File: src/design/khwm_ram.sv
`default_nettype none

module khwm_ram #(
    parameter int WIDTH = 128,
    parameter int DEPTH = 32
) (
    input  wire logic                                     i_clk,
    input  wire logic                                     i_we,
    input  wire logic [((DEPTH > 1) ? $clog2(DEPTH) : 1)-1:0] i_waddr,
    input  wire logic [WIDTH-1:0]                         i_wdata,
    input  wire logic                                     i_re,
    input  wire logic [((DEPTH > 1) ? $clog2(DEPTH) : 1)-1:0] i_raddr,
    output logic      [WIDTH-1:0]                         o_rdata
);

    logic [WIDTH-1:0] r_mem [DEPTH];

    always_ff @(posedge i_clk) begin
        if (i_we) begin
            r_mem[i_waddr] <= i_wdata;
        end
        if (i_re) begin
            o_rdata <= r_mem[i_raddr];
        end
    end

endmodule

`default_nettype wire

File: config.mk
export PLATFORM = sky130hd
export DESIGN_NAME = khwm_ram
export DESIGN_NICKNAME = d
export VERILOG_FILES = /design/src/design/khwm_ram.sv
export SDC_FILE = /design/constraint.sdc
export NUM_CORES = 2
export LEC_CHECK = 0
export ABC_AREA = 1
export BUFFER_PORTS_ARGS = -buffer_cell sky130_fd_sc_hd__buf_2
export CELL_PAD_IN_SITES_DETAIL_PLACEMENT = 1
export CELL_PAD_IN_SITES_GLOBAL_PLACEMENT = 2
export CORE_MARGIN = 2
export CORE_UTILIZATION = 48
export DETAILED_ROUTE_END_ITERATION = 6
export GPL_ROUTABILITY_DRIVEN = 0
export PLACE_DENSITY = 0.82
export RECOVER_POWER = 25
export SYNTH_ARGS = -nofsm -noshare
export SYNTH_HDL_FRONTEND = slang
export SYNTH_SLANG_ARGS = --single-unit
File: constraint.sdc
create_clock -name i_clk -period 20.1 [get_ports i_clk]
set_input_delay 1.005 -clock i_clk [delete_from_list [all_inputs] [get_ports i_clk]]
set_output_delay 1.005 -clock i_clk [all_outputs]
set_load 0.05 [all_outputs]
==> impl_metrics.csv <==
group,metric,value,unit
worst_setup_path,worstPathRequired,20800,ps
floorplanning,num_io_pins,269,
power_and_ir_drop,combPwrFrac,5.9,%
clock_network,clk_pin_slew_worst_paths,60,ps
sta,hold_viol,0,
worst_setup_path,crit_buf_inv,7,
placement,post_dp_cell_area,171400,um^2
global_routing,first_global_vias,116200,
yosys,synth-main-ff-cell,"edfxtp_1",
cells_and_area,fillCellCount,34300,
cells_and_area,syn2layout_area_growth,10.90,%
worst_setup_path,slowest_stage,"buf_4",
power_and_ir_drop,p_sw_share,23.00,%
sta,fin_ws,14370,ps
global_routing,grt_antenna_before_repair,62,
sta,finalCritPeriodShare,28.50,%
worst_setup_path,cp-end-kind,"flip-flop",
yosys,yosys_warnings,0,
sta,setup-violations-final,0,
drt,routed-via-count,111300,
cells_and_area,design_area,185200,um^2
global_routing,track_usage,30.12,%
placement,dpl.hpwl,260.3,mm
drt,drc,0,
clock_network,ctsHoldBuffers,0,
sta,rsz0062_at_grt,"false",
yosys,synth_area_leaders,"edfxtp_1 (76%), nand3_1 (12%), nand2_1 (9.5%), buf_2 (1.5%), buf_6 (0.50%)",
yosys,synth_enable_flop_cells,4224,
cells_and_area,seqCellArea,126800,um^2
cells_and_area,multiInputGateArea,35490,um^2
yosys,synth.avg_cell_area,12.63,um^2
drt,totalWireLength,541.1,mm
power_and_ir_drop,p_int,14.63,mW
yosys,syn_inst,13220,
worst_setup_path,critical_path.top_delay_family,"buffers and inverters",
clock_network,clockRootBuffer,"clkbuf_16",
floorplanning,rows,216,
sta,relSlewSlack,1.954,%
yosys,yosysSeqAreaShare,75.94,%
sta,tns,0,ps
clock_network,clk_latency,990,ps
drt,viasPerCell,6.106,
clock_network,cts_made_buffers,436,
clock_network,ctsHtreeMaxLevel,5,
cells_and_area,drive_gt1_share,7.708,%
power_and_ir_drop,peakVddDrop,0.08114,mV
yosys,synth_top_cell_by_area,"edfxtp_1",
yosys,synth_area,167000,um^2
drt,drt_iter0_markers,11390,
drt,drt-pass1-iter-count,6,
yosys,async_reset_ff_share,0,%
run,drv_cap,0,
worst_setup_path,worstPathCellList,"buf_8 > buf_4 > buf_4 > buf_4 > buf_4 > buf_4 > buf_4 > nand3_1 > nand3_1 > nand3_1 > nand3_1 > nand2_1",
clock_network,clock_sink_count,4224,
sta,worstMarginPinSlew,1471,ps
power_and_ir_drop,p_clk_share,42.1,%
sta,finalCriticalPeriod,5730,ps
placement,portBuffers,268,
drt,wl_per_cell,29.68,um
sta,fmax,0.1745,GHz
power_and_ir_drop,seq_power_share,52.0,%
worst_setup_path,crit_path_frequent_cell,"buf_4",
yosys,syn_nets,13360,
clock_network,cts_repair_resize_count,0,
yosys,synth_cell_type_count,13,
yosys,synthTopCellsByCount,"edfxtp_1 (4,224), nand2_1 (4,224), nand3_1 (3,852)",
global_routing,grt_max_degree,270,
global_routing,overflow,0,
worst_setup_path,worst_ep_arrival_time,6430,ps
cells_and_area,nets,13400,
drt,ant_nets,0,
floorplanning,start_util,48.24,%
worst_setup_path,crit_path_max_incr_delay,930,ps
sta,skew,33.37,ps
sta,slew_violations,0,
floorplanning,die-area,352700,um^2
worst_setup_path,worstSetupStartpointType,"input pin",
worst_setup_path,critical_path_class,"input pin to flip-flop",
floorplanning,core_region_area,346200,um^2
floorplanning,die_w,593.9,um
placement,pre_cts_slack,13530,ps
global_routing,grt_pass1_wl,784.0,mm
clock_network,tritoncts,"done",
power_and_ir_drop,power_density,102.6,nW/um^2
power_and_ir_drop,leakage,64.52,nW
power_and_ir_drop,p_switching,4.370,mW
outcome,status,"finished, final reports clean",
yosys,netlist.area_leader.share,75.94,%
cells_and_area,postLayoutCoreUtil,53.50,%
floorplanning,die_h,593.9,um
yosys,synth-seq-cells,4224,
clock_network,cts_setup_buffers,0,
worst_hold_path,hold_path.class,"input pin to flip-flop",
worst_setup_path,critPathMaxFanout,74,
clock_network,clock_path_buffers,4,
power_and_ir_drop,power.total,19.00,mW
-- worst reg2reg max path: stages, from the launching register on --
cell      delay, ps
edfxtp_1        380
nand2_1          90
nand3_1         100
nand3_1         150
nand3_1         120
nand3_1         200
nand2_1         290
-- metal layers --
layer | share of wire (%) | track usage [%]
met1 | 40 | 40.10
met2 | 49 | 51.16
met3 | 7.0 | 3.899
met4 | 3.5 | 10.17
met5 | 0.049 | 0
-- cell type report --
| type | instances | area share [%] |
|---|---|---|
| clock buffers | 536 | 6.185 |
| clock inverters | 276 | 1.297 |
| flip-flops and latches | 4224 | 68.48 |
| multi-input cells | 8108 | 19.16 |
| well taps | 4578 | 3.092 |
| repair buffers | 482 | 1.706 |
| diodes | 20 | 0.02702 |
| inverters | 10 | 0.04999 |
-- worst paths after layout --
check	start	end	slack (ps)	cells past startpoint
worst max-delay path	i_raddr[1]	o_rdata[4]	14370	12
worst min register to register	r_mem[20][44]	o_rdata[44]	780	6
worst min-delay path	i_wdata[29]	r_mem[30][29]	530	1
worst max register to register	r_mem[19][55]	o_rdata[55]	18430	6
-- registers in the layout, indices dropped and copies added, names as in the netlist --
register / flops
o_rdata: 128
r_mem: 4096
-- metrics by stage --
stage / hold slack [ps] / cells
after floorplan: 715.9 / 13220
after global placement: 757.0 / 17400
after detailed placement: 769.0 / 17400
after CTS: 443.1 / 18210
after global routing: 549.0 / 18230
final: 526.5 / 18230
-- power groups by stage --
| stage | Clock (mW) | Sequential [mW] | Combinational, mW |
|---|---|---|---|
| CTS | 8.09 | 9.88 | 1.13 |
| detailed placement | 0 | 10.1 | 1.12 |
| global placement | 0 | 10.1 | 1.08 |
| finish | 7.99 | 9.88 | 1.13 |
| global route | 8.41 | 9.89 | 1.22 |
| floorplan | 0 | 10.1 | 0.597 |
-- cells by family (layout without fill, tap and decap cells) --
family	count (synthesis)	after routing	synth area share (%)
and+or+nand+nor	8108	8108	21.11
DFF	4224	4224	75.94
buffers and inverters	890	1304	2.951
other	0	20	0
-- placed cells by master, fill, tap and decap left out --
master,netlist,final
edfxtp_1,4224,4224
clkinv_4,0,2
nand3_1,3852,3852
clkinv_1,0,105
nand2_1,4224,4224
clkinvlp_4,0,2
inv_1,7,5
clkbuf_16,0,444
bufinv_16,0,40
inv_16,0,7
buf_2,497,179
clkbuf_1,118,175
inv_6,0,14
buf_8,1,5
clkinv_8,0,1
clkinv_2,0,107
nor2_4,0,32
buf_12,0,21
diode_2,0,20
buf_4,105,194
inv_8,0,3
Power figures use the tool's default switching activity.
