===== config.mk =====
export PLATFORM = sky130hd
export DESIGN_NAME = khwm_back
export DESIGN_NICKNAME = d
export VERILOG_FILES = /design/src/design/khwm_pkg.sv /design/src/design/khwm_back.sv
export SDC_FILE = /design/constraint.sdc
export NUM_CORES = 1
export LEC_CHECK = 0
export ABC_AREA = 0
export BUFFER_PORTS_ARGS = -buffer_cell sky130_fd_sc_hd__buf_2
export CAP_MARGIN = 20
export CORE_MARGIN = 4
export CORE_UTILIZATION = 35
export DETAILED_ROUTE_END_ITERATION = 12
export PLACE_DENSITY = 0.59
export SLEW_MARGIN = 15
export SYNTH_ARGS = -nofsm -noshare
export SYNTH_HDL_FRONTEND = slang
export SYNTH_SLANG_ARGS = --single-unit

===== constraint.sdc =====
create_clock -name i_clk -period 12.85 [get_ports i_clk]
set_clock_uncertainty 0.1 [all_clocks]
set_input_delay 3.855 -clock i_clk [delete_from_list [all_inputs] [get_ports i_clk]]
set_output_delay 3.855 -clock i_clk [all_outputs]
set_load 0.02 [all_outputs]

===== src/design/khwm_pkg.sv =====
`default_nettype none

package khwm_pkg;

    localparam int NUM_TARGETS = 64;
    localparam int NUM_PAIRS   = (NUM_TARGETS + 1) / 2;
    localparam int PAIR_W      = (NUM_PAIRS > 1) ? $clog2(NUM_PAIRS) : 1;
    localparam int IDX_W       = PAIR_W + 1;
    localparam int CNT_W       = $clog2(NUM_TARGETS + 1);

    localparam logic [1:0] ACT_CLEAR    = 2'd0;
    localparam logic [1:0] ACT_TGT_BASE = 2'd1;
    localparam logic [1:0] ACT_NEW_SEQ  = 2'd2;
    localparam logic [1:0] ACT_SEQ_BASE = 2'd3;

    localparam logic [1:0] CFG_TARGET_LENGTH  = 2'd0;
    localparam logic [1:0] CFG_MAX_MISMATCHES = 2'd1;
    localparam logic [1:0] CFG_FILTER_AC      = 2'd2;
    localparam logic [1:0] CFG_FILTER_GT      = 2'd3;

    localparam logic [5:0] MAX_LEN      = 6'd32;
    localparam logic [5:0] LOAD_SAT     = 6'd33;
    localparam logic [5:0] RST_TLEN     = 6'd23;
    localparam logic [5:0] RST_MAX_MM   = 6'd4;

    typedef logic [PAIR_W-1:0] t_pair;
    typedef logic [IDX_W-1:0]  t_idx;
    typedef logic [CNT_W-1:0]  t_cnt;

    typedef struct packed {
        logic [1:0] action;
        logic [7:0] base_char;
        logic       target_end;
    } t_in;

    typedef struct packed {
        logic [5:0]  target_index;
        logic [15:0] sequence_id;
        logic [31:0] position;
        logic [5:0]  similarity;
        logic        last;
    } t_out;

    typedef struct packed {
        logic [63:0] win_ac;
        logic [63:0] win_gt;
        logic [15:0] seq_id;
        logic [31:0] pos;
        logic [5:0]  thr;
        t_cnt        count;
    } t_job;

    typedef struct packed {
        logic         we;
        logic         bank;
        t_pair        addr;
        logic [127:0] data;
    } t_tgt_wr;

    typedef struct packed {
        logic  re;
        t_pair addr;
    } t_rd;

    // {a, c, g, t}
    function automatic logic [3:0] base_code(input logic [7:0] ch);
        logic [3:0] r;
        r = 4'b0000;
        case (ch)
            8'h41, 8'h61: r = 4'b1000;
            8'h43, 8'h63: r = 4'b0100;
            8'h47, 8'h67: r = 4'b0010;
            8'h54, 8'h74: r = 4'b0001;
            default:      r = 4'b0000;
        endcase
        return r;
    endfunction

    function automatic logic [63:0] shift_base(input logic [63:0] w, input logic hi,
                                               input logic lo);
        return {w[62:32], hi, w[30:0], lo};
    endfunction

    function automatic logic [6:0] popcount64(input logic [63:0] v);
        logic [6:0] n;
        n = 7'd0;
        for (int k = 0; k < 64; k++) begin
            n = n + 7'(v[k]);
        end
        return n;
    endfunction

endpackage

`default_nettype wire


===== src/design/khwm_back.sv =====
`default_nettype none

module khwm_back (
    input  wire logic            i_clk,
    input  wire logic            i_rst_n,
    input  wire logic            i_job_valid,
    input  wire khwm_pkg::t_job  i_job,
    output logic                 o_job_pop,
    output logic                 o_busy,
    output khwm_pkg::t_rd        o_rd,
    input  wire logic [127:0]    i_rdata0,
    input  wire logic [127:0]    i_rdata1,
    output logic                 o_out_valid,
    input  wire logic            i_out_ready,
    output khwm_pkg::t_out       o_out
);

    khwm_pkg::t_job  r_job;
    logic            r_act;
    khwm_pkg::t_pair r_pair;
    khwm_pkg::t_pair r_last_pair;
    logic            r_s1_v;
    khwm_pkg::t_pair r_s1_pair;
    logic [1:0]      r_s2_hit;
    logic [5:0]      r_s2_sim0;
    logic [5:0]      r_s2_sim1;
    khwm_pkg::t_pair r_s2_pair;
    logic            r_pend_v;
    khwm_pkg::t_out  r_pend;
    logic            r_out_v;
    khwm_pkg::t_out  r_out;

    logic            out_free;
    logic            take;
    logic            sel;
    logic [1:0]      take_mask;
    logic            s2_free;
    logic            adv;
    logic            flush;
    logic            start;
    khwm_pkg::t_idx  idx0;
    khwm_pkg::t_idx  idx1;
    khwm_pkg::t_idx  sel_idx;
    logic [6:0]      sim0;
    logic [6:0]      sim1;
    logic [1:0]      hit;
    khwm_pkg::t_cnt  cnt_m1;
    khwm_pkg::t_out  hit_res;
    khwm_pkg::t_out  pend_last;

    assign o_out_valid = r_out_v;
    assign o_out       = r_out;
    assign o_busy      = r_act || i_job_valid;

    always_comb begin
        out_free  = !r_out_v || i_out_ready;
        sel       = !r_s2_hit[0];
        take      = (r_s2_hit != 2'b00) && (!r_pend_v || out_free);
        take_mask = take ? (sel ? 2'b10 : 2'b01) : 2'b00;
        s2_free   = (r_s2_hit & ~take_mask) == 2'b00;
        adv       = s2_free;
        flush     = !r_act && !r_s1_v && (r_s2_hit == 2'b00) && r_pend_v && out_free;
        start     = !r_act && !r_s1_v && (r_s2_hit == 2'b00) && !r_pend_v && i_job_valid;
        o_job_pop = start;

        o_rd.re   = r_act && adv;
        o_rd.addr = r_pair;

        idx0 = {r_s1_pair, 1'b0};
        idx1 = {r_s1_pair, 1'b1};
        sim0 = khwm_pkg::popcount64((r_job.win_ac & i_rdata0[127:64]) |
                                    (r_job.win_gt & i_rdata0[63:0]));
        sim1 = khwm_pkg::popcount64((r_job.win_ac & i_rdata1[127:64]) |
                                    (r_job.win_gt & i_rdata1[63:0]));
        hit[0] = (khwm_pkg::t_cnt'(idx0) < r_job.count) && (sim0 >= {1'b0, r_job.thr});
        hit[1] = (khwm_pkg::t_cnt'(idx1) < r_job.count) && (sim1 >= {1'b0, r_job.thr});

        cnt_m1 = i_job.count - khwm_pkg::t_cnt'(1);

        sel_idx              = {r_s2_pair, sel};
        hit_res.target_index = 6'(sel_idx);
        hit_res.sequence_id  = r_job.seq_id;
        hit_res.position     = r_job.pos;
        hit_res.similarity   = sel ? r_s2_sim1 : r_s2_sim0;
        hit_res.last         = 1'b0;

        pend_last      = r_pend;
        pend_last.last = 1'b1;
    end

    always_ff @(posedge i_clk) begin
        if (start) begin
            r_job       <= i_job;
            r_last_pair <= khwm_pkg::t_pair'(cnt_m1 >> 1);
        end
        if (adv && r_act) begin
            r_s1_pair <= r_pair;
        end
        if (adv) begin
            r_s2_sim0 <= 6'(sim0);
            r_s2_sim1 <= 6'(sim1);
            r_s2_pair <= r_s1_pair;
        end
        if (take) begin
            r_pend <= hit_res;
        end
        if (take && r_pend_v) begin
            r_out <= r_pend;
        end else if (flush) begin
            r_out <= pend_last;
        end

        if (!i_rst_n) begin
            r_act    <= 1'b0;
            r_pair   <= '0;
            r_s1_v   <= 1'b0;
            r_s2_hit <= 2'b00;
            r_pend_v <= 1'b0;
            r_out_v  <= 1'b0;
        end else begin
            if (start) begin
                r_act  <= 1'b1;
                r_pair <= '0;
            end else if (adv && r_act) begin
                r_pair <= r_pair + khwm_pkg::t_pair'(1);
                if (r_pair == r_last_pair) begin
                    r_act <= 1'b0;
                end
            end
            if (adv) begin
                r_s1_v   <= r_act;
                r_s2_hit <= r_s1_v ? hit : 2'b00;
            end else begin
                r_s2_hit <= r_s2_hit & ~take_mask;
            end
            if (take) begin
                r_pend_v <= 1'b1;
            end else if (flush) begin
                r_pend_v <= 1'b0;
            end
            if ((take && r_pend_v) || flush) begin
                r_out_v <= 1'b1;
            end else if (i_out_ready) begin
                r_out_v <= 1'b0;
            end
        end
    end

endmodule

`default_nettype wire


==> impl_metrics.json <==
{
  "status": "complete, no violations",
  "final_max_slew_viol_count": 0,
  "drtIter0Drc": 523,
  "rsz0062_at_grt": "false",
  "io_buffers": 518,
  "firstDrtPassIters": 4,
  "tritoncts": "built",
  "vias": 9493,
  "clk_pin_slew_ps": 60,
  "worstPathMaxFanout": 2,
  "start_util_pct": 35.6,
  "cts.root.buffer_cell": "clkbuf_16",
  "slowest_stage": "fa_1",
  "postCtsSetupBuffers": 0,
  "crit_path_frequent_cell": "fa_1",
  "period_share_pct": 81.2,
  "routedWlPerCell_um": 21.0,
  "setup_viol": 0,
  "m1WireLength_um": 16100,
  "min_period_ps": 10440,
  "layout.nets": 2039,
  "relSlewSlack_pct": 40.8,
  "hold_violations": 0,
  "grt_max_degree": 69,
  "postSynthAreaPerCell_um2": 17.7,
  "ctsResizeCount": 0,
  "io_pins": 519,
  "clk_latency_ps": 550,
  "grt_pass1_wl_um": 63200,
  "die_area_mm2": 0.0476,
  "synth-edff-count": 337,
  "highest_layer": "met5",
  "fin_ws_ps": 2410,
  "die_w_um": 218,
  "gp_congestion": 0.915,
  "drc_errors": 0,
  "cap_violations": 0,
  "wl_met3_um": 3350,
  "ctsHoldBuffers": 0,
  "slowest_delay_ps": 590,
  "end_kind": "register",
  "synthFlopType": "edfxtp_1",
  "final_common_cell": "buf_2",
  "path_class": "primary input to register",
  "dpl.hpwl_um": 35600,
  "crit_required_ps": 13190,
  "area_growth_pct": 29.9,
  "layout_common_cells": "buf_2 (518), edfxtp_1 (337), inv_1 (121)",
  "grt_pass1_vias": 10573,
  "ant_nets": 0,
  "crit_chain": "buf_2 > a22o_1 > fa_1 > inv_1 > fa_1 > fa_1 > inv_1 > fa_1 > fa_1 > fa_1 > fa_1 > inv_1 > fa_1 > inv_1 > ha_1 > a21o_1 > a21oi_1 > o21bai_1 > a21oi_1 > xnor2_1 > ha_1 > nor4_1 > o221ai_1 > a32o_1",
  "final.setup.tns_ps": 0,
  "ys_warn_count": 0,
  "dr_wl_met2_um": 22100,
  "htree_levels": 2,
  "coreArea_mm2": 0.0434,
  "syn-num-nets": 1478,
  "cts_inserted_buffers": 38,
  "grt_overflow_total": 0,
  "utilization_pct": 46.3,
  "cts_max_path_buffers": 3,
  "vias_per_cell": 4.62,
  "synth_cell_type_count": 42,
  "die_y_um": 218,
  "ys_seq_area_share_pct": 66.9,
  "hold_path_class": "register to register",
  "grtUsageTotal_pct": 17.9,
  "wl_um": 43100,
  "syn_inst": 871,
  "rrSetupSlack_ps": 5430,
  "arrival_ps": 10780,
  "row_count": 76,
  "clkSinkCount": 348,
  "whs_ps": 313,
  "critPathLaunchType": "primary input",
  "synthArstFlopShare_pct": 0,
  "worst_slew_pin_slew_ps": 888,
  "synth-seq-cells": 348,
  "max_freq_ghz": 0.0958,
  "antenna_found_initial": 24,
  "dp_slack_ps": 1840,
  "drive_above_1_share_pct": 40.8,
  "synth_area_mm2": 0.0154
}
[path summary, 6_finish.rpt]
kind | depth (start not counted) | from | endpoint
hold reg to reg | 0 | hit_res[36]$_DFFE_PP_ | pend_last[36]$_DFFE_PP_
setup / recovery | 24 | i_rdata1[80] | r_s2_hit[1]$_SDFF_PN0_
setup reg to reg | 26 | r_job[165]$_DFFE_PP_ | r_s2_hit[1]$_SDFF_PN0_
hold / removal | 0 | hit_res[36]$_DFFE_PP_ | pend_last[36]$_DFFE_PP_
[cell usage after synthesis (2+ instances only)]
library cell  count  share of area (%)
nand3_1           4               0.13
nor3_1            3              0.097
o21a_1            4               0.19
a32o_1            2               0.13
xnor2_1          12               0.68
or2_2             2              0.081
ha_1             50                4.0
fa_1            108                 14
nor2b_1           6               0.24
a22o_1           61                3.5
nand2_1           7               0.17
edfxtp_1        337                 66
a21oi_1          11               0.36
nor2_1           11               0.27
mux2_2            6               0.44
and4b_4           2               0.18
nand2b_1          3               0.12
nand4_1           2              0.081
a21o_1            6               0.29
o221ai_1          2               0.11
inv_1           122                3.0
nor4_1            2              0.081
xor2_1            7               0.40
o31a_1            2               0.11
o21ai_0           4               0.13
dfxtp_1          11                1.4
o21bai_1          2              0.097
nand4b_1          2               0.11
a22oi_1          67                3.3
[worst max-delay path: cells and delay by family]
family | cells | cell delay [ps]
xor gates and xnor gates | 1 | 100
and+or+nand+nor | 1 | 350
adders and majority gates | 10 | 4720
AOI/OAI and AO/OA | 7 | 1430
buffers and inverters | 5 | 330
[sequential cells by signal, indices dropped and copies added (netlist names)]
register	flops
r_s1_v	1
r_s2_sim1	6
hit_res	48
pend_last	60
r_act	1
r_s1_pair	5
o_out	61
r_s2_sim0	6
o_out_valid	1
r_pair	5
r_s2_pair	5
r_last_pair	5
r_pend_v	1
r_s2_hit	2
r_job	141
[cell type report]
cell class	count	area, um2
fillers	3898	23300
diodes	8	20.0
inverters	122	465
repair buffers	522	2620
clock buffers	47	1010
well taps	585	732
flip-flops and latches	348	10300
clock inverters	22	231
multi-input cells	400	4650
[per-stage QoR]
| stage | std cells | area [um2] |
|---|---|---|
| 5_1_grt | 2054 | 20100 |
| 4_1_cts | 2046 | 20100 |
| 3_5_place_dp | 1977 | 18800 |
| 6_report | 2054 | 20100 |
| 3_3_place_gp | 1977 | 18800 |
| 2_1_floorplan | 871 | 15400 |
[per-layer routing]
| metal | GRT usage [%] | up-vias |
|---|---|---|
| met3 | 5.23 | 99 |
| met4 | 7.27 | 16 |
| li1 | - | 4400 |
| met2 | 31.7 | 387 |
| met1 | 20.3 | 4591 |
| met5 | 0 | - |
[kinds of logic (layout without fill, tap and decap cells)]
kind of cell / Yosys count / after routing / share of synthesized area, %
flip-flops: 348 / 348 / 66.9
AO/OA/AOI/OAI: 165 / 165 / 8.37
multiplexers: 7 / 7 / 0.502
AND/OR/NAND/NOR: 51 / 51 / 2.07
XOR/XNOR: 19 / 19 / 1.08
adder cells (fa/ha/maj): 158 / 158 / 18.0
buffers and inverters: 123 / 713 / 3.01
other: 0 / 8 / 0
Power is not shown: default switching activity piles up to over one toggle a cycle in this logic, so the estimate is an artifact.
