==> config.mk <==
export PLATFORM = sky130hd
export DESIGN_NAME = khwm_queue
export DESIGN_NICKNAME = d
export VERILOG_FILES = /design/src/design/khwm_pkg.sv /design/src/design/khwm_queue.sv
export SDC_FILE = /design/constraint.sdc
export NUM_CORES = 1
export LEC_CHECK = 0
export ABC_AREA = 1
export BUFFER_PORTS_ARGS = -buffer_cell sky130_fd_sc_hd__buf_2
export CAP_MARGIN = 10
export CORE_MARGIN = 2
export CORE_UTILIZATION = 55
export CTS_CLUSTER_DIAMETER = 100
export DETAILED_ROUTE_END_ITERATION = 12
export PLACE_DENSITY = 0.8
export SYNTH_ARGS = -nofsm -noshare
export SYNTH_HDL_FRONTEND = slang
export SYNTH_SLANG_ARGS = --single-unit
export TNS_END_PERCENT = 10
==> constraint.sdc <==
create_clock -name i_clk -period 21.5 [get_ports i_clk]
set_clock_uncertainty 0.15 [all_clocks]
set_input_delay 2.15 -clock i_clk [delete_from_list [all_inputs] [get_ports i_clk]]
set_output_delay 2.15 -clock i_clk [all_outputs]
set_load 0.02 [all_outputs]
==> src/design/khwm_pkg.sv <==
`default_nettype none

package khwm_pkg;

    localparam int NUM_TARGETS = 64;
    localparam int NUM_PAIRS   = (NUM_TARGETS + 1) / 2;
    localparam int PAIR_W      = (NUM_PAIRS > 1) ? $clog2(NUM_PAIRS) : 1;
    localparam int IDX_W       = PAIR_W + 1;
    localparam int CNT_W       = $clog2(NUM_TARGETS + 1);

    localparam logic [1:0] ACT_CLEAR    = 2'd0;
    localparam logic [1:0] ACT_TGT_BASE = 2'd1;
    localparam logic [1:0] ACT_NEW_SEQ  = 2'd2;
    localparam logic [1:0] ACT_SEQ_BASE = 2'd3;

    localparam logic [1:0] CFG_TARGET_LENGTH  = 2'd0;
    localparam logic [1:0] CFG_MAX_MISMATCHES = 2'd1;
    localparam logic [1:0] CFG_FILTER_AC      = 2'd2;
    localparam logic [1:0] CFG_FILTER_GT      = 2'd3;

    localparam logic [5:0] MAX_LEN      = 6'd32;
    localparam logic [5:0] LOAD_SAT     = 6'd33;
    localparam logic [5:0] RST_TLEN     = 6'd23;
    localparam logic [5:0] RST_MAX_MM   = 6'd4;

    typedef logic [PAIR_W-1:0] t_pair;
    typedef logic [IDX_W-1:0]  t_idx;
    typedef logic [CNT_W-1:0]  t_cnt;

    typedef struct packed {
        logic [1:0] action;
        logic [7:0] base_char;
        logic       target_end;
    } t_in;

    typedef struct packed {
        logic [5:0]  target_index;
        logic [15:0] sequence_id;
        logic [31:0] position;
        logic [5:0]  similarity;
        logic        last;
    } t_out;

    typedef struct packed {
        logic [63:0] win_ac;
        logic [63:0] win_gt;
        logic [15:0] seq_id;
        logic [31:0] pos;
        logic [5:0]  thr;
        t_cnt        count;
    } t_job;

    typedef struct packed {
        logic         we;
        logic         bank;
        t_pair        addr;
        logic [127:0] data;
    } t_tgt_wr;

    typedef struct packed {
        logic  re;
        t_pair addr;
    } t_rd;

    // {a, c, g, t}
    function automatic logic [3:0] base_code(input logic [7:0] ch);
        logic [3:0] r;
        r = 4'b0000;
        case (ch)
            8'h41, 8'h61: r = 4'b1000;
            8'h43, 8'h63: r = 4'b0100;
            8'h47, 8'h67: r = 4'b0010;
            8'h54, 8'h74: r = 4'b0001;
            default:      r = 4'b0000;
        endcase
        return r;
    endfunction

    function automatic logic [63:0] shift_base(input logic [63:0] w, input logic hi,
                                               input logic lo);
        return {w[62:32], hi, w[30:0], lo};
    endfunction

    function automatic logic [6:0] popcount64(input logic [63:0] v);
        logic [6:0] n;
        n = 7'd0;
        for (int k = 0; k < 64; k++) begin
            n = n + 7'(v[k]);
        end
        return n;
    endfunction

endpackage

`default_nettype wire

==> src/design/khwm_queue.sv <==
`default_nettype none

module khwm_queue (
    input  wire logic            i_clk,
    input  wire logic            i_rst_n,
    input  wire logic            i_push,
    input  wire khwm_pkg::t_job  i_data,
    input  wire logic            i_pop,
    output khwm_pkg::t_job       o_data,
    output logic                 o_valid,
    output logic                 o_full
);

    khwm_pkg::t_job r_mem [2];
    logic           r_wp;
    logic           r_rp;
    logic [1:0]     r_cnt;

    assign o_data  = r_mem[r_rp];
    assign o_valid = (r_cnt != 2'd0);
    assign o_full  = (r_cnt == 2'd2);

    always_ff @(posedge i_clk) begin
        if (i_push) begin
            r_mem[r_wp] <= i_data;
        end
        if (!i_rst_n) begin
            r_wp  <= 1'b0;
            r_rp  <= 1'b0;
            r_cnt <= 2'd0;
        end else begin
            if (i_push) begin
                r_wp <= ~r_wp;
            end
            if (i_pop) begin
                r_rp <= ~r_rp;
            end
            if (i_push && !i_pop) begin
                r_cnt <= r_cnt + 2'd1;
            end else if (!i_push && i_pop) begin
                r_cnt <= r_cnt - 2'd1;
            end
        end
    end

endmodule

`default_nettype wire

==> results of run 1 <==
-- state kept, by name, summed over array words and instances (netlist names), named ones only --
register and count:
r_mem 378, r_cnt 2, r_wp 1, r_rp 1
-- final cells by class --
cell class,instances,area [um^2]
Antenna cell,5,12.5
Clock buffer,54,1080
Clock inverter,12,183
Fill cell,1604,7570
Inverter,8,35.0
Multi-Input combinational cell,211,2610
Sequential cell,383,11500
Tap cell,330,413
Timing Repair Buffer,390,1970
-- where the power goes --
group | internal, mW | switching [mW] | leakage [nW] | total [mW]
sequential | 0.866 | 0.0147 | 3.59 | 0.881
clock | 0.411 | 0.258 | 0.620 | 0.668
combinational | 0.0777 | 0.105 | 2.73 | 0.182
-- worst max-delay path, delay by kind of cell, from the launching register on --
family	cells	cell delay (ps)
buffers and inverters	2	1070
DFF	1	1060
muxes	1	440
-- per-layer routing --
metal	vias up	share of wire [%]	track usage [%]
li1	3297	-	-
met1	3525	35	23.2
met2	379	50	35.9
met3	57	12	8.54
met4	4	2.4	6.05
met5	-	0.092	0
-- cells in the final DEF, fill, tap and decap left out, drive strengths merged --
cell	netlist	final
buf	21	390
edfxtp	378	378
mux2	189	189
clkbuf	0	54
nand2	9	9
nor2	8	8
clkinv	0	8
inv	8	7
diode	0	5
bufinv	0	5
dfxtp	5	5
o21ai	1	1
a21oi	1	1
nand3	1	1
nand4	1	1
ha	1	1
-- metrics by stage --
step                hold WS, ps  worst slack (ps)
finish                      372             16010
global route                415             15850
CTS                         374             16000
detailed placement          338             16540
global placement            323             16570
floorplan                   313             10520
-- worst max-delay path by stage --
stage,start,end,slack (ps)
final,register,o_data[185],16010
after global routing,register,o_data[185],15850
after CTS,register,o_data[185],16000
after detailed placement,register,o_data[185],16540
after global placement,register,o_data[49],16570
after floorplan,i_push,r_mem[0][0],10520
-- logic make-up (layout without fill, tap and decap cells) --
family	count (synthesis)	after routing	synth area share, %
multiplexers	189	189	17.5
buffers and inverters	29	464	1.56
AO/OA/AOI/OAI	2	2	0.0701
flip-flops	383	383	80.2
other	0	5	0
adder cells (fa/ha/maj)	1	1	0.0876
AND/OR/NAND/NOR	19	19	0.526
==> results.yml, run 1 <==
placement:
  place_area_um2: 16500
  port_buffers: 383
  place_congestion: 0.760
  place_hpwl_um: 20000
  place_inst: 1322
drt:
  ant_nets: 0
  wirelength_um: 29400
  dr_total_vias: 7262
  drc: 0
  drt_first_iter_violations: 714
  firstDrtPassIters: 4
  wl_per_cell_um: 21.1
  viasPerCell: 5.21
cells_and_area:
  finalNonFillerCells: 1393
  areaGrowthSynthToFinish_pct: 24.4
  nets: 1227
  drive_gt1_share_pct: 59.9
  stdcell_area_um2: 17800
  fin_util_pct: 70.1
worst_setup_path:
  worstReg2RegEnd: "r_mem[0][159]"
  worstReg2RegStart: "r_wp"
  critPathSlowestCell: "dfxtp_4"
  crit_type: "register to output port"
  worstPathMaxFanout: 68
  cp.arrival_ps: 3190
  critical_path.max_stage_delay_ps: 1060
  critPathLaunchType: "register"
  worstPathRequired_ps: 19200
  crit_chain: "buf_4 > mux2_2 > buf_2"
  setup.reg_to_reg.worst_slack_ps: 18730
  rr_worst_depth: 3
  critical_path.endpoint_type: "output port"
global_routing:
  grt_pass1_wl_um: 41800
  antenna_found_initial: 7
  grt_pass1_vias: 7594
  grt_start_max_net_pins: 74
  overflow: 0
  grt_util_all_layers_pct: 20.6
clock_network:
  cts.sinks: 383
  cts-buffers-inserted: 39
  clk_pin_slew_ps: 50
  cts_tree: "built"
  post_cts_buffers: 0
  hold_buffers: 0
  clk-insertion-delay-late_ps: 510
  root_buffer: "clkbuf_16"
  h-tree-depth: 2
  clockBufferDepth: 3
  cts_resized: 0
pwr:
  p_leak_nw: 6.94
  p_per_area_nw_per_um2: 97.5
  ir_drop_v: 0.0000817
  total_power_mw: 1.73
sta:
  setup_violations: 0
  rsz0062_at_grt: "false"
  setup_tns_ps: 0
  tightest_slew_ps: 1080
  maxSlewViolCount: 0
  hold_viol: 0
  finalCritPeriodShare_pct: 25.5
  min_period_ps: 5490
  slew_headroom_pct: 28.0
  max_freq_mhz: 182
logic_synthesis:
  synth_largest_area_cell: "edfxtp_1"
  yosys_warnings: 0
  synth_nets: 817
  synth_most_common_cell: "edfxtp_1"
  synth-edff-count: 378
  post_synth_num_cell_types: 14
  synth_ff_type: "edfxtp_1"
  synthCells: 623
  netlist_area_um2: 14300
  postSynthAreaPerCell_um2: 22.9
  synthTopCellsByCount: "378 x edfxtp_1, 100 x mux2_4, 89 x mux2_2, 14 x buf_6, 9 x nand2_1"
  synth_seq_cells: 383
  synth_top_area_share_pct: 79.5
  yosysSeqAreaShare_pct: 80.2
  synth.area.top_cells: "edfxtp_1 80%, mux2_4 11%, mux2_2 7.0%"
  async_reset_ff_share_pct: 0
hold_path:
  hold_depth: 2
  hold_path_class: "register to register"
  hp-start: "r_rp"
outcome:
  outcome: "complete, no violations"
run:
  maxCapViolCount: 0
die:
  row_count: 58
  die_h_um: 165
  ios: 384
  start_util_pct: 56.4
  core-area_um2: 25300
  dieWidth_um: 165
  dieArea_um2: 27300
Power figures use the tool's default switching activity.
==> run 2, diff against run 1 <==
- CORE_UTILIZATION: 55 -> 47
- PLACE_DENSITY: 0.8 -> 0.72
- clock period: 21.5 -> 4.9 ns (I/O delays scaled with it)
==> run 2 against run 1 <==
Against the previous run: first-iteration DRC count down 39%; design area up 5.2%; via count up 2.3%; worst hold slack worse by 350 ps; die area up 17%; critical path type unchanged; setup slack worse by 14000 ps; combinational power rose to 4.7 times the previous value; largest power group unchanged.
==> results.yml, run 2 (synthesized netlist as in run 1, its figures left out) <==
cells_and_area:
  areaGrowthSynthToFinish_pct: 30.8
  max_flop_register: "r_mem"
  largest_reg_flops: 378
  top_regs: "r_mem: 378 flops, r_cnt: 2 flops"
  final_common_cell: "buf_2"
  final_cell_mix: "383 x buf_2, 378 x edfxtp_1, 100 x mux2_4"
  drive_gt1_share_pct: 55.9
  nets: 1306
  final.fill_count: 2164
drt:
  drt_first_iter_violations: 434
  wl_per_cell_um: 18.7
  ant_nets: 0
  dr_total_vias: 7432
  wirelength_um: 28700
  firstDrtPassIters: 4
  drc: 0
  viasPerCell: 4.84
pwr:
  seqPwrFrac_pct: 50.8
  swShare_pct: 22.0
  p_leak_nw: 7.28
  ir_drop_v: 0.000390
  p_per_area_nw_per_um2: 406
  p_comb_share_pct: 11.3
  p_int_mw: 5.92
  power_switching_mw: 1.67
  pwr-share-clk_pct: 37.8
clock_network:
  cts.sinks: 383
  cts_resized: 0
  clk-insertion-delay-late_ps: 500
  cts_tree: "built"
  cts-buffers-inserted: 39
  hold_buffers: 77
  root_buffer: "clkbuf_16"
  clk_pin_slew_ps: 60
  h-tree-depth: 2
  clockBufferDepth: 3
  post_cts_buffers: 0
worst_setup_path:
  worstPathRequired_ps: 4260
  critPathSlowestCell: "dfxtp_4"
  critPathTopFamily: "flip-flops"
  cp.arrival_ps: 2480
  worstPathMaxFanout: 54
  critical_path.endpoint_type: "output port"
  worst-path-buf-inv: 2
  crit_type: "register to output port"
  crit_chain: "buf_4 > mux2_2 > buf_2"
  critPathLaunchType: "register"
  critical_path.max_stage_delay_ps: 920
global_routing:
  grt_util_all_layers_pct: 17.3
  grt_pass1_vias: 7682
  grt_pass1_wl_um: 41900
  grt_start_max_net_pins: 83
  overflow: 0
  antenna_found_initial: 7
placement:
  pre_cts_ws_ps: 2270
  place_hpwl_um: 18700
  port_buffers: 383
  place_congestion: 0.746
sta:
  max_freq_mhz: 320
  min_period_ps: 3120
  finalCritPeriodShare_pct: 63.7
  slew_headroom_pct: 31.7
  maxSlewViolCount: 0
  worst_slack_ps: 1780
  hold_viol: 0
  tightest_slew_ps: 1020
  setup_violations: 0
  setup_tns_ps: 0
  rsz0062_at_grt: "false"
outcome:
  outcome: "complete, no violations"
die:
  ios: 384
  die_h_um: 178
  row_count: 63
  core-area_um2: 29800
  dieWidth_um: 178
  dieArea_um2: 31800
  start_util_pct: 47.9
hold_path:
  hold_path_class: "input pin to register"
run:
  maxCapViolCount: 0
## run 2: cell type report
cell class | instances | area, um^2 | area share, %
repair buffers | 469 | 2830 | 15.2
clock buffers | 47 | 1010 | 5.39
flip-flops and latches | 383 | 11500 | 61.3
clock inverters | 23 | 244 | 1.31
diodes | 4 | 10.0 | 0.0536
well taps | 390 | 488 | 2.61
inverters | 8 | 35.0 | 0.188
multi-input cells | 211 | 2610 | 14.0
## run 2: final timing paths
check	slack, ps	cells past startpoint	to	startpoint
setup / recovery	1780	3	o_data[20]	register
hold / removal	20	1	r_mem[1][10]	i_data[10]
setup reg to reg	2670	3	r_mem[1][181]	r_wp
hold reg to reg	360	2	register	r_rp
## run 2: worst reg2reg max path, delay by kind of cell, from the launching register on
kind                   cells  cell delay, ps
buffers and inverters      2            1140
AND/OR/NAND/NOR            1             160
flip-flops                 1             400
## run 2: routing by layer
metal | GRT usage [%] | vias up | share of wire, %
li1 | - | 3455 | -
met1 | 20.4 | 3611 | 39
met2 | 30.3 | 309 | 50
met3 | 5.52 | 51 | 8.6
met4 | 5.15 | 6 | 2.3
met5 | 0 | - | 0.11
## run 2: metrics by stage
stage                     area [um^2]  utilization (%)  instances  hold slack [ps]  total power, mW
after floorplan                 14300                -        623              313             4.45
after global placement          16600             55.9       1384              321             4.72
after detailed placement        16600             55.9       1384              352             4.74
after CTS                       18700             62.6       1531            0.178             7.67
after global routing            18700             62.7       1532             2.73             7.85
final                           18700             62.7       1535             20.5             7.58
## run 2: power groups by stage
stage                     clock (mW)  combinational, mW  sequential [mW]
after global placement             0              0.801             3.91
after global routing            3.06              0.919             3.87
after CTS                       2.94              0.869             3.85
after floorplan                    0              0.536             3.91
final                           2.87              0.860             3.85
after detailed placement           0              0.814             3.92
