<file path="config.mk">
export PLATFORM = sky130hd
export DESIGN_NAME = khwm_front
export DESIGN_NICKNAME = d
export VERILOG_FILES = /design/src/design/khwm_pkg.sv /design/src/design/khwm_front.sv
export SDC_FILE = /design/constraint.sdc
export NUM_CORES = 1
export LEC_CHECK = 0
export BUFFER_PORTS_ARGS = -buffer_cell sky130_fd_sc_hd__buf_2
export CORE_MARGIN = 2
export CORE_UTILIZATION = 35
export CTS_BUF_LIST = sky130_fd_sc_hd__clkbuf_16
export CTS_CLUSTER_DIAMETER = 150
export CTS_CLUSTER_SIZE = 8
export DETAILED_ROUTE_END_ITERATION = 6
export PLACE_DENSITY = 0.63
export RECOVER_POWER = 100
export SYNTH_ARGS = -nofsm -noshare
export SYNTH_HDL_FRONTEND = slang
export SYNTH_SLANG_ARGS = --single-unit
</file>
<file path="constraint.sdc">
create_clock -name i_clk -period 6.8 [get_ports i_clk]
set_clock_uncertainty 0.1 [all_clocks]
set_input_delay 1.02 -clock i_clk [delete_from_list [all_inputs] [get_ports i_clk]]
set_output_delay 1.02 -clock i_clk [all_outputs]
set_load 0.01 [all_outputs]
</file>
<file path="src/design/khwm_pkg.sv">
`default_nettype none

package khwm_pkg;

    localparam int NUM_TARGETS = 64;
    localparam int NUM_PAIRS   = (NUM_TARGETS + 1) / 2;
    localparam int PAIR_W      = (NUM_PAIRS > 1) ? $clog2(NUM_PAIRS) : 1;
    localparam int IDX_W       = PAIR_W + 1;
    localparam int CNT_W       = $clog2(NUM_TARGETS + 1);

    localparam logic [1:0] ACT_CLEAR    = 2'd0;
    localparam logic [1:0] ACT_TGT_BASE = 2'd1;
    localparam logic [1:0] ACT_NEW_SEQ  = 2'd2;
    localparam logic [1:0] ACT_SEQ_BASE = 2'd3;

    localparam logic [1:0] CFG_TARGET_LENGTH  = 2'd0;
    localparam logic [1:0] CFG_MAX_MISMATCHES = 2'd1;
    localparam logic [1:0] CFG_FILTER_AC      = 2'd2;
    localparam logic [1:0] CFG_FILTER_GT      = 2'd3;

    localparam logic [5:0] MAX_LEN      = 6'd32;
    localparam logic [5:0] LOAD_SAT     = 6'd33;
    localparam logic [5:0] RST_TLEN     = 6'd23;
    localparam logic [5:0] RST_MAX_MM   = 6'd4;

    typedef logic [PAIR_W-1:0] t_pair;
    typedef logic [IDX_W-1:0]  t_idx;
    typedef logic [CNT_W-1:0]  t_cnt;

    typedef struct packed {
        logic [1:0] action;
        logic [7:0] base_char;
        logic       target_end;
    } t_in;

    typedef struct packed {
        logic [5:0]  target_index;
        logic [15:0] sequence_id;
        logic [31:0] position;
        logic [5:0]  similarity;
        logic        last;
    } t_out;

    typedef struct packed {
        logic [63:0] win_ac;
        logic [63:0] win_gt;
        logic [15:0] seq_id;
        logic [31:0] pos;
        logic [5:0]  thr;
        t_cnt        count;
    } t_job;

    typedef struct packed {
        logic         we;
        logic         bank;
        t_pair        addr;
        logic [127:0] data;
    } t_tgt_wr;

    typedef struct packed {
        logic  re;
        t_pair addr;
    } t_rd;

    // {a, c, g, t}
    function automatic logic [3:0] base_code(input logic [7:0] ch);
        logic [3:0] r;
        r = 4'b0000;
        case (ch)
            8'h41, 8'h61: r = 4'b1000;
            8'h43, 8'h63: r = 4'b0100;
            8'h47, 8'h67: r = 4'b0010;
            8'h54, 8'h74: r = 4'b0001;
            default:      r = 4'b0000;
        endcase
        return r;
    endfunction

    function automatic logic [63:0] shift_base(input logic [63:0] w, input logic hi,
                                               input logic lo);
        return {w[62:32], hi, w[30:0], lo};
    endfunction

    function automatic logic [6:0] popcount64(input logic [63:0] v);
        logic [6:0] n;
        n = 7'd0;
        for (int k = 0; k < 64; k++) begin
            n = n + 7'(v[k]);
        end
        return n;
    endfunction

endpackage

`default_nettype wire

</file>
<file path="src/design/khwm_front.sv">
`default_nettype none

module khwm_front (
    input  wire logic              i_clk,
    input  wire logic              i_rst_n,
    input  wire logic              i_in_valid,
    output logic                   o_in_ready,
    input  wire khwm_pkg::t_in     i_in,
    input  wire logic              i_cfg_we,
    input  wire logic [1:0]        i_cfg_idx,
    input  wire logic [63:0]       i_cfg_wdata,
    input  wire logic              i_back_busy,
    input  wire logic              i_q_full,
    output logic                   o_job_push,
    output khwm_pkg::t_job         o_job,
    output khwm_pkg::t_tgt_wr      o_tgt_wr
);

    logic [5:0]      r_tlen;
    logic [5:0]      r_max_mm;
    logic [63:0]     r_filter_ac;
    logic [63:0]     r_filter_gt;
    khwm_pkg::t_cnt  r_tcount;
    logic [63:0]     r_load_ac;
    logic [63:0]     r_load_gt;
    logic [5:0]      r_load_len;
    logic [63:0]     r_win_ac;
    logic [63:0]     r_win_gt;
    logic [31:0]     r_base_pos;
    logic [15:0]     r_seq_cnt;

    logic            accept;
    logic [3:0]      code;
    logic [63:0]     n_load_ac;
    logic [63:0]     n_load_gt;
    logic [5:0]      n_load_len;
    logic [63:0]     n_win_ac;
    logic [63:0]     n_win_gt;
    logic [5:0]      eff_len;
    logic            pos_ok;
    logic            mm_ok;
    logic            filt_ok;
    logic            tgt_store;
    khwm_pkg::t_idx  wr_idx;

    assign o_in_ready = !i_q_full &&
                        !((i_in.action == khwm_pkg::ACT_TGT_BASE) && i_in.target_end &&
                          i_back_busy);
    assign accept = i_in_valid && o_in_ready;

    always_comb begin
        code       = khwm_pkg::base_code(i_in.base_char);
        n_load_ac  = khwm_pkg::shift_base(r_load_ac, code[3], code[2]);
        n_load_gt  = khwm_pkg::shift_base(r_load_gt, code[1], code[0]);
        n_win_ac   = khwm_pkg::shift_base(r_win_ac, code[3], code[2]);
        n_win_gt   = khwm_pkg::shift_base(r_win_gt, code[1], code[0]);
        n_load_len = (r_load_len < khwm_pkg::LOAD_SAT) ? r_load_len + 6'd1 : r_load_len;

        if (r_tlen == 6'd0) begin
            eff_len = 6'd1;
        end else if (r_tlen > khwm_pkg::MAX_LEN) begin
            eff_len = khwm_pkg::MAX_LEN;
        end else begin
            eff_len = r_tlen;
        end
        pos_ok  = r_base_pos >= ({26'd0, eff_len} - 32'd1);
        mm_ok   = r_max_mm <= eff_len;
        // window covers every filter bit
        filt_ok = (((n_win_ac & r_filter_ac) | (n_win_gt & r_filter_gt)) ==
                   (r_filter_ac | r_filter_gt));

        o_job.win_ac = n_win_ac;
        o_job.win_gt = n_win_gt;
        o_job.seq_id = r_seq_cnt;
        o_job.pos    = r_base_pos;
        o_job.thr    = eff_len - r_max_mm;
        o_job.count  = r_tcount;

        o_job_push = accept && (i_in.action == khwm_pkg::ACT_SEQ_BASE) && pos_ok && mm_ok &&
                     filt_ok && (r_tcount != khwm_pkg::t_cnt'(0));

        tgt_store = accept && (i_in.action == khwm_pkg::ACT_TGT_BASE) && i_in.target_end &&
                    (r_tcount < khwm_pkg::t_cnt'(khwm_pkg::NUM_TARGETS));
        wr_idx    = khwm_pkg::t_idx'(r_tcount);

        o_tgt_wr.we   = tgt_store;
        o_tgt_wr.bank = wr_idx[0];
        o_tgt_wr.addr = khwm_pkg::t_pair'(wr_idx >> 1);
        o_tgt_wr.data = (n_load_len > khwm_pkg::MAX_LEN) ? 128'd0 : {n_load_ac, n_load_gt};
    end

    always_ff @(posedge i_clk) begin
        if (!i_rst_n) begin
            r_tlen      <= khwm_pkg::RST_TLEN;
            r_max_mm    <= khwm_pkg::RST_MAX_MM;
            r_filter_ac <= 64'd0;
            r_filter_gt <= 64'd0;
            r_tcount    <= '0;
            r_load_ac   <= 64'd0;
            r_load_gt   <= 64'd0;
            r_load_len  <= 6'd0;
            r_win_ac    <= 64'd0;
            r_win_gt    <= 64'd0;
            r_base_pos  <= 32'd0;
            r_seq_cnt   <= 16'd0;
        end else begin
            if (i_cfg_we) begin
                case (i_cfg_idx)
                    khwm_pkg::CFG_TARGET_LENGTH:  r_tlen      <= i_cfg_wdata[5:0];
                    khwm_pkg::CFG_MAX_MISMATCHES: r_max_mm    <= i_cfg_wdata[5:0];
                    khwm_pkg::CFG_FILTER_AC:      r_filter_ac <= i_cfg_wdata;
                    khwm_pkg::CFG_FILTER_GT:      r_filter_gt <= i_cfg_wdata;
                    default: ;
                endcase
            end
            if (accept) begin
                case (i_in.action)
                    khwm_pkg::ACT_CLEAR: begin
                        r_tcount   <= '0;
                        r_load_ac  <= 64'd0;
                        r_load_gt  <= 64'd0;
                        r_load_len <= 6'd0;
                    end
                    khwm_pkg::ACT_TGT_BASE: begin
                        if (i_in.target_end) begin
                            r_load_ac  <= 64'd0;
                            r_load_gt  <= 64'd0;
                            r_load_len <= 6'd0;
                            if (tgt_store) begin
                                r_tcount <= r_tcount + khwm_pkg::t_cnt'(1);
                            end
                        end else begin
                            r_load_ac  <= n_load_ac;
                            r_load_gt  <= n_load_gt;
                            r_load_len <= n_load_len;
                        end
                    end
                    khwm_pkg::ACT_NEW_SEQ: begin
                        r_win_ac   <= 64'd0;
                        r_win_gt   <= 64'd0;
                        r_base_pos <= 32'd0;
                        if (r_seq_cnt != 16'hFFFF) begin
                            r_seq_cnt <= r_seq_cnt + 16'd1;
                        end
                    end
                    default: begin
                        r_win_ac <= n_win_ac;
                        r_win_gt <= n_win_gt;
                        if (r_base_pos != 32'hFFFF_FFFF) begin
                            r_base_pos <= r_base_pos + 32'd1;
                        end
                    end
                endcase
            end
        end
    end

endmodule

`default_nettype wire

</file>
==> impl_summary.log <==
INFO  metric detail-route-antenna-nets = 0
INFO  metric cts.hold.buffers_added = 0
INFO  metric synth.ff_latch_count = 449
INFO  metric max_cap_violations = 7
INFO  metric final-max-slew-violation-count = a little over 600
INFO  metric cts_num_sinks = 449
INFO  metric bufs_and_invs_on_worst_path = 2
INFO  metric synth-compound-area-share = around a fifth
INFO  metric finalHoldWorstSlack = 376 ps
INFO  metric yosys.area_share.xor_xnor = 1.63%
INFO  metric die_h = between 200 and 250 um
INFO  metric ir_worst_vdd = ~0.15 mV
INFO  metric critical_path_peak_fanout = between 60 and 70
INFO  metric drive_above_1_share = 7.05%
INFO  metric failed_checks = capacitance limit, slew limit
INFO  metric cell_internal_pwr = about 0.0045 W
INFO  metric synth_seq_area_share = between 40% and 50%
INFO  metric design.portCount = ~400
INFO  metric net-switching-power = roughly 0.0014 W
INFO  metric synth_mux_area_share = less than 1%
INFO  metric power.share.switching = between 20% and 30%
INFO  metric design.core.area = between 50,000 and 60,000 um^2
INFO  metric cp_slowest_stage_delay = ~2400 ps
INFO  metric comb_power_share = 5.4%
INFO  metric globalplace.congestion = between 0.8 and 0.9
INFO  metric floorplan.die.width = 245 um
INFO  metric detailedRoute.firstIterationViolations = 1,179
INFO  metric postCtsResizedCells = 0
INFO  metric final.setup.tns = 0 ps
INFO  metric cpMaxStageDelayCell = sky130_fd_sc_hd__clkbuf_1
INFO  metric worst_setup_hold_path_clk_slew = 50 ps
INFO  metric slew-limit-headroom = -132%
INFO  metric cellLeakagePower = ~8.3 nW
INFO  metric vias = 18,446
INFO  metric ctsRootBufferMaster = sky130_fd_sc_hd__clkbuf_16
INFO  metric synth-adder-area-share = under 10%
INFO  metric worstMarginPinSlew = between 3000 and 4000 ps
INFO  metric port_buffers = 407
INFO  metric tritoncts.num_buffers = 66
INFO  metric cts_tree = done
INFO  metric worstHoldPathType = reg2reg
INFO  metric timing.critical_path.max_delay_family = buffers and inverters
INFO  metric grt_antenna_before_repair = 12
INFO  metric yosys.area_share.simple = around a quarter
INFO  metric seqPwrFrac = 45.6%
INFO  metric layout.cells.most_common = sky130_fd_sc_hd__dfxtp_1
INFO  metric ys_types = 69
INFO  metric layout.nets = 2,835
INFO  metric syn-num-nets = ~2,500
INFO  metric fmax = roughly 170 MHz
INFO  metric finalInstanceArea = 24,200 um^2
INFO  metric critical_path.most_common_cell = sky130_fd_sc_hd__clkbuf_1
INFO  metric detail_route.first_pass.iterations = 5
INFO  metric detailedPlacementHpwl = 43.4 mm
INFO  metric grt_setup_unrepaired = false
INFO  metric wire_per_inst = 18.5 um
INFO  metric synth_top_family_by_area = simple AND/OR/NAND/NOR gates
INFO  metric worst_r2r_startpoint = r_base_pos[3]$_SDFFE_PN0P_
INFO  metric vias_per_cell = between 5 and 6
INFO  metric synth-main-ff-cell = sky130_fd_sc_hd__dfxtp_1
INFO  metric post-route-drc-count = 0
INFO  metric run_status = finished, violations left
INFO  metric timing.hold.worst.start = r_filter_ac[63]$_SDFFE_PN0P_
INFO  metric rows = a little under 90
INFO  metric share_clk_of_total_power = between 40% and 50%
INFO  metric critical_path.reg2reg.endpoint = r_base_pos[25]$_SDFFE_PN0P_
INFO  metric end_kind = flop
INFO  metric area.growth.synth_to_final = 18.5%
INFO  metric synthesis.instances = 2,393
INFO  metric postSynthAreaPerCell = ~8.5 um^2
INFO  metric worst_setup_path_start_kind = input port
INFO  metric worstHoldEndpoint = r_filter_ac[63]$_SDFFE_PN0P_
INFO  metric postSynth.asyncResetShare = 0%
INFO  metric synth_enable_flop_cells = 0
INFO  metric cts_post_setup_buffers_inserted = 0
INFO  metric clock_tree.htree_level_count = 3
INFO  metric first_global_vias = 17,589
INFO  metric ff2ff_path_depth = 6
INFO  metric period_needed = between 5000 and 6000 ps
INFO  metric finalWirelength = 64.3 mm
INFO  metric max-clock-path-buffers = 3
INFO  metric crit_path_cell_trace = clkbuf_1 > nand2b_1 > or2_1 > clkbuf_1 > nand2_1 > a21boi_0
INFO  metric track_usage = 20.5%
INFO  metric reg2reg_slack = roughly 4000 ps
INFO  metric netlist_area = between 20,000 and 25,000 um^2
INFO  metric worst_skew_pair.late_latency = 590 ps
INFO  metric cell_area_placed = 22,900 um^2
INFO  metric finalCritPeriodShare = a little over four fifths
INFO  metric timing.critical_path.required = 7200 ps
INFO  metric route.layer.met1.wl = ~28 mm
INFO  metric topRoutingLayerUsed = met5
INFO  metric worstHoldPathCells = 2
INFO  metric pin_count_of_the_biggest_net_entering_global_routing = 127
INFO  metric finalHoldViolations = 0
INFO  metric cp.arrival = between 6000 and 7000 ps
INFO  metric layout.cells.most_common_list = sky130_fd_sc_hd__dfxtp_1, sky130_fd_sc_hd__nand2_1, sky130_fd_sc_hd__clkbuf_1, sky130_fd_sc_hd__nor2b_1, sky130_fd_sc_hd__a21boi_0
INFO  metric pwr_density_cell = 244 nW/um^2
INFO  metric synth_warnings = 0
INFO  metric die-area = about 60,000 um^2
INFO  metric final_setup_violation_count = 0
INFO  metric global_route_wire_length_before_repair = slightly below 100 mm
INFO  metric dr_wl_met3 = between 4 and 5 mm
INFO  metric global_route.overflow_total = 0
INFO  metric initial_cell_density_of_the_core = around 35%
INFO  metric timing.setup.critical_path_class = in2reg
INFO  metric detailroute.wirelength.met2 = roughly 30 mm
==> cell usage after synthesis, types with 13 or more instances <==
| library cell | count | area, um^2 |
|---|---|---|
| sky130_fd_sc_hd__o21ai_0 | 71 | 355 |
| sky130_fd_sc_hd__nor2_1 | 57 | 214 |
| sky130_fd_sc_hd__nand3_1 | 155 | 776 |
| sky130_fd_sc_hd__nand4_1 | 16 | 100 |
| sky130_fd_sc_hd__and2_1 | 17 | 106 |
| sky130_fd_sc_hd__dfxtp_1 | 449 | 8990 |
| sky130_fd_sc_hd__xor2_1 | 13 | 114 |
| sky130_fd_sc_hd__inv_1 | 24 | 90.1 |
| sky130_fd_sc_hd__a22oi_1 | 165 | 1240 |
| sky130_fd_sc_hd__ha_1 | 45 | 563 |
| sky130_fd_sc_hd__clkbuf_1 | 156 | 586 |
| sky130_fd_sc_hd__a22o_1 | 23 | 201 |
| sky130_fd_sc_hd__nor2b_1 | 270 | 1690 |
| sky130_fd_sc_hd__xnor2_1 | 25 | 219 |
| sky130_fd_sc_hd__nand2_1 | 427 | 1600 |
| sky130_fd_sc_hd__nor3_1 | 13 | 65.1 |
| sky130_fd_sc_hd__a21oi_1 | 35 | 175 |
| sky130_fd_sc_hd__a21boi_0 | 259 | 1940 |
| sky130_fd_sc_hd__or3_1 | 20 | 125 |
==> per-stage QoR <==
stage	setup slack, ps	total power (W)	std cells	utilization (%)
6_report	1050	0.00589	3483	41.9
5_1_grt	507	0.00611	3478	41.9
4_1_cts	1100	0.00597	3476	42.7
3_5_place_dp	1750	0.00305	3403	39.6
3_3_place_gp	1870	0.00304	3403	39.6
2_1_floorplan	2600	0.00293	2393	-
==> worst max-delay path by stage <==
stage,startpoint,to,cells after the start
6_report,i_q_full,r_win_ac[56]$_SDFFE_PN0P_,6
5_1_grt,i_q_full,r_win_ac[60]$_SDFFE_PN0P_,6
4_1_cts,r_tlen[4]$_SDFFE_PN1P_,o_job_push,12
3_5_place_dp,r_tlen[4]$_SDFFE_PN1P_,o_job_push,12
3_3_place_gp,r_tlen[2]$_SDFFE_PN1P_,o_job_push,12
2_1_floorplan,i_in[4],o_job_push,6
==> logic make-up after synthesis <==
family                   after synthesis
AO/OA/AOI/OAI                        604
XOR/XNOR                              38
adder cells (fa/ha/maj)               46
buffers and inverters                203
flip-flops                           449
multiplexers                          13
other                                  1
AND/OR/NAND/NOR                     1039
==> sequential cells by signal, summed over array words and instances (netlist names) <==
name         flops
r_seq_cnt       16
r_load_len       6
r_tcount         7
r_max_mm         6
r_load_ac       62
r_load_gt       62
r_filter_gt     64
r_win_gt        62
r_base_pos      32
r_filter_ac     64
r_tlen           6
r_win_ac        62
==> power by group through the flow <==
stage / clock, W / combinational, W / sequential (W)
floorplan: 0 / 0.000195 / 0.00273
global placement: 0 / 0.000310 / 0.00273
detailed placement: 0 / 0.000317 / 0.00274
CTS: 0.00297 / 0.000318 / 0.00268
global route: 0.00307 / 0.000350 / 0.00269
finish: 0.00288 / 0.000320 / 0.00269
==> routing by layer <==
metal | vias to the layer above | GRT usage, %
li1 | 8899 | -
met1 | 8847 | 25.7
met2 | 553 | 33.6
met3 | 137 | 5.41
met4 | 10 | 8.00
met5 | - | 0
==> cell type report <==
class / instances / area, um^2
repair buffers: 424 / 1740
diodes: 7 / 17.5
multi-input cells: 1741 / 10600
inverters: 24 / 90.1
fillers: 5904 / 33500
well taps: 765 / 957
flip-flops and latches: 449 / 8990
clock buffers: 66 / 1650
clock inverters: 7 / 92.6
==> tightest hold or removal path: cells and delay by family, from the launching register on <==
| kind | cells | cell delay (ps) |
|---|---|---|
| flip-flops | 1 | 310 |
| AND/OR/NAND/NOR | 1 | 50 |
| AO/OA/AOI/OAI | 1 | 60 |
No activity file was read; power rests on OpenSTA's default activity.
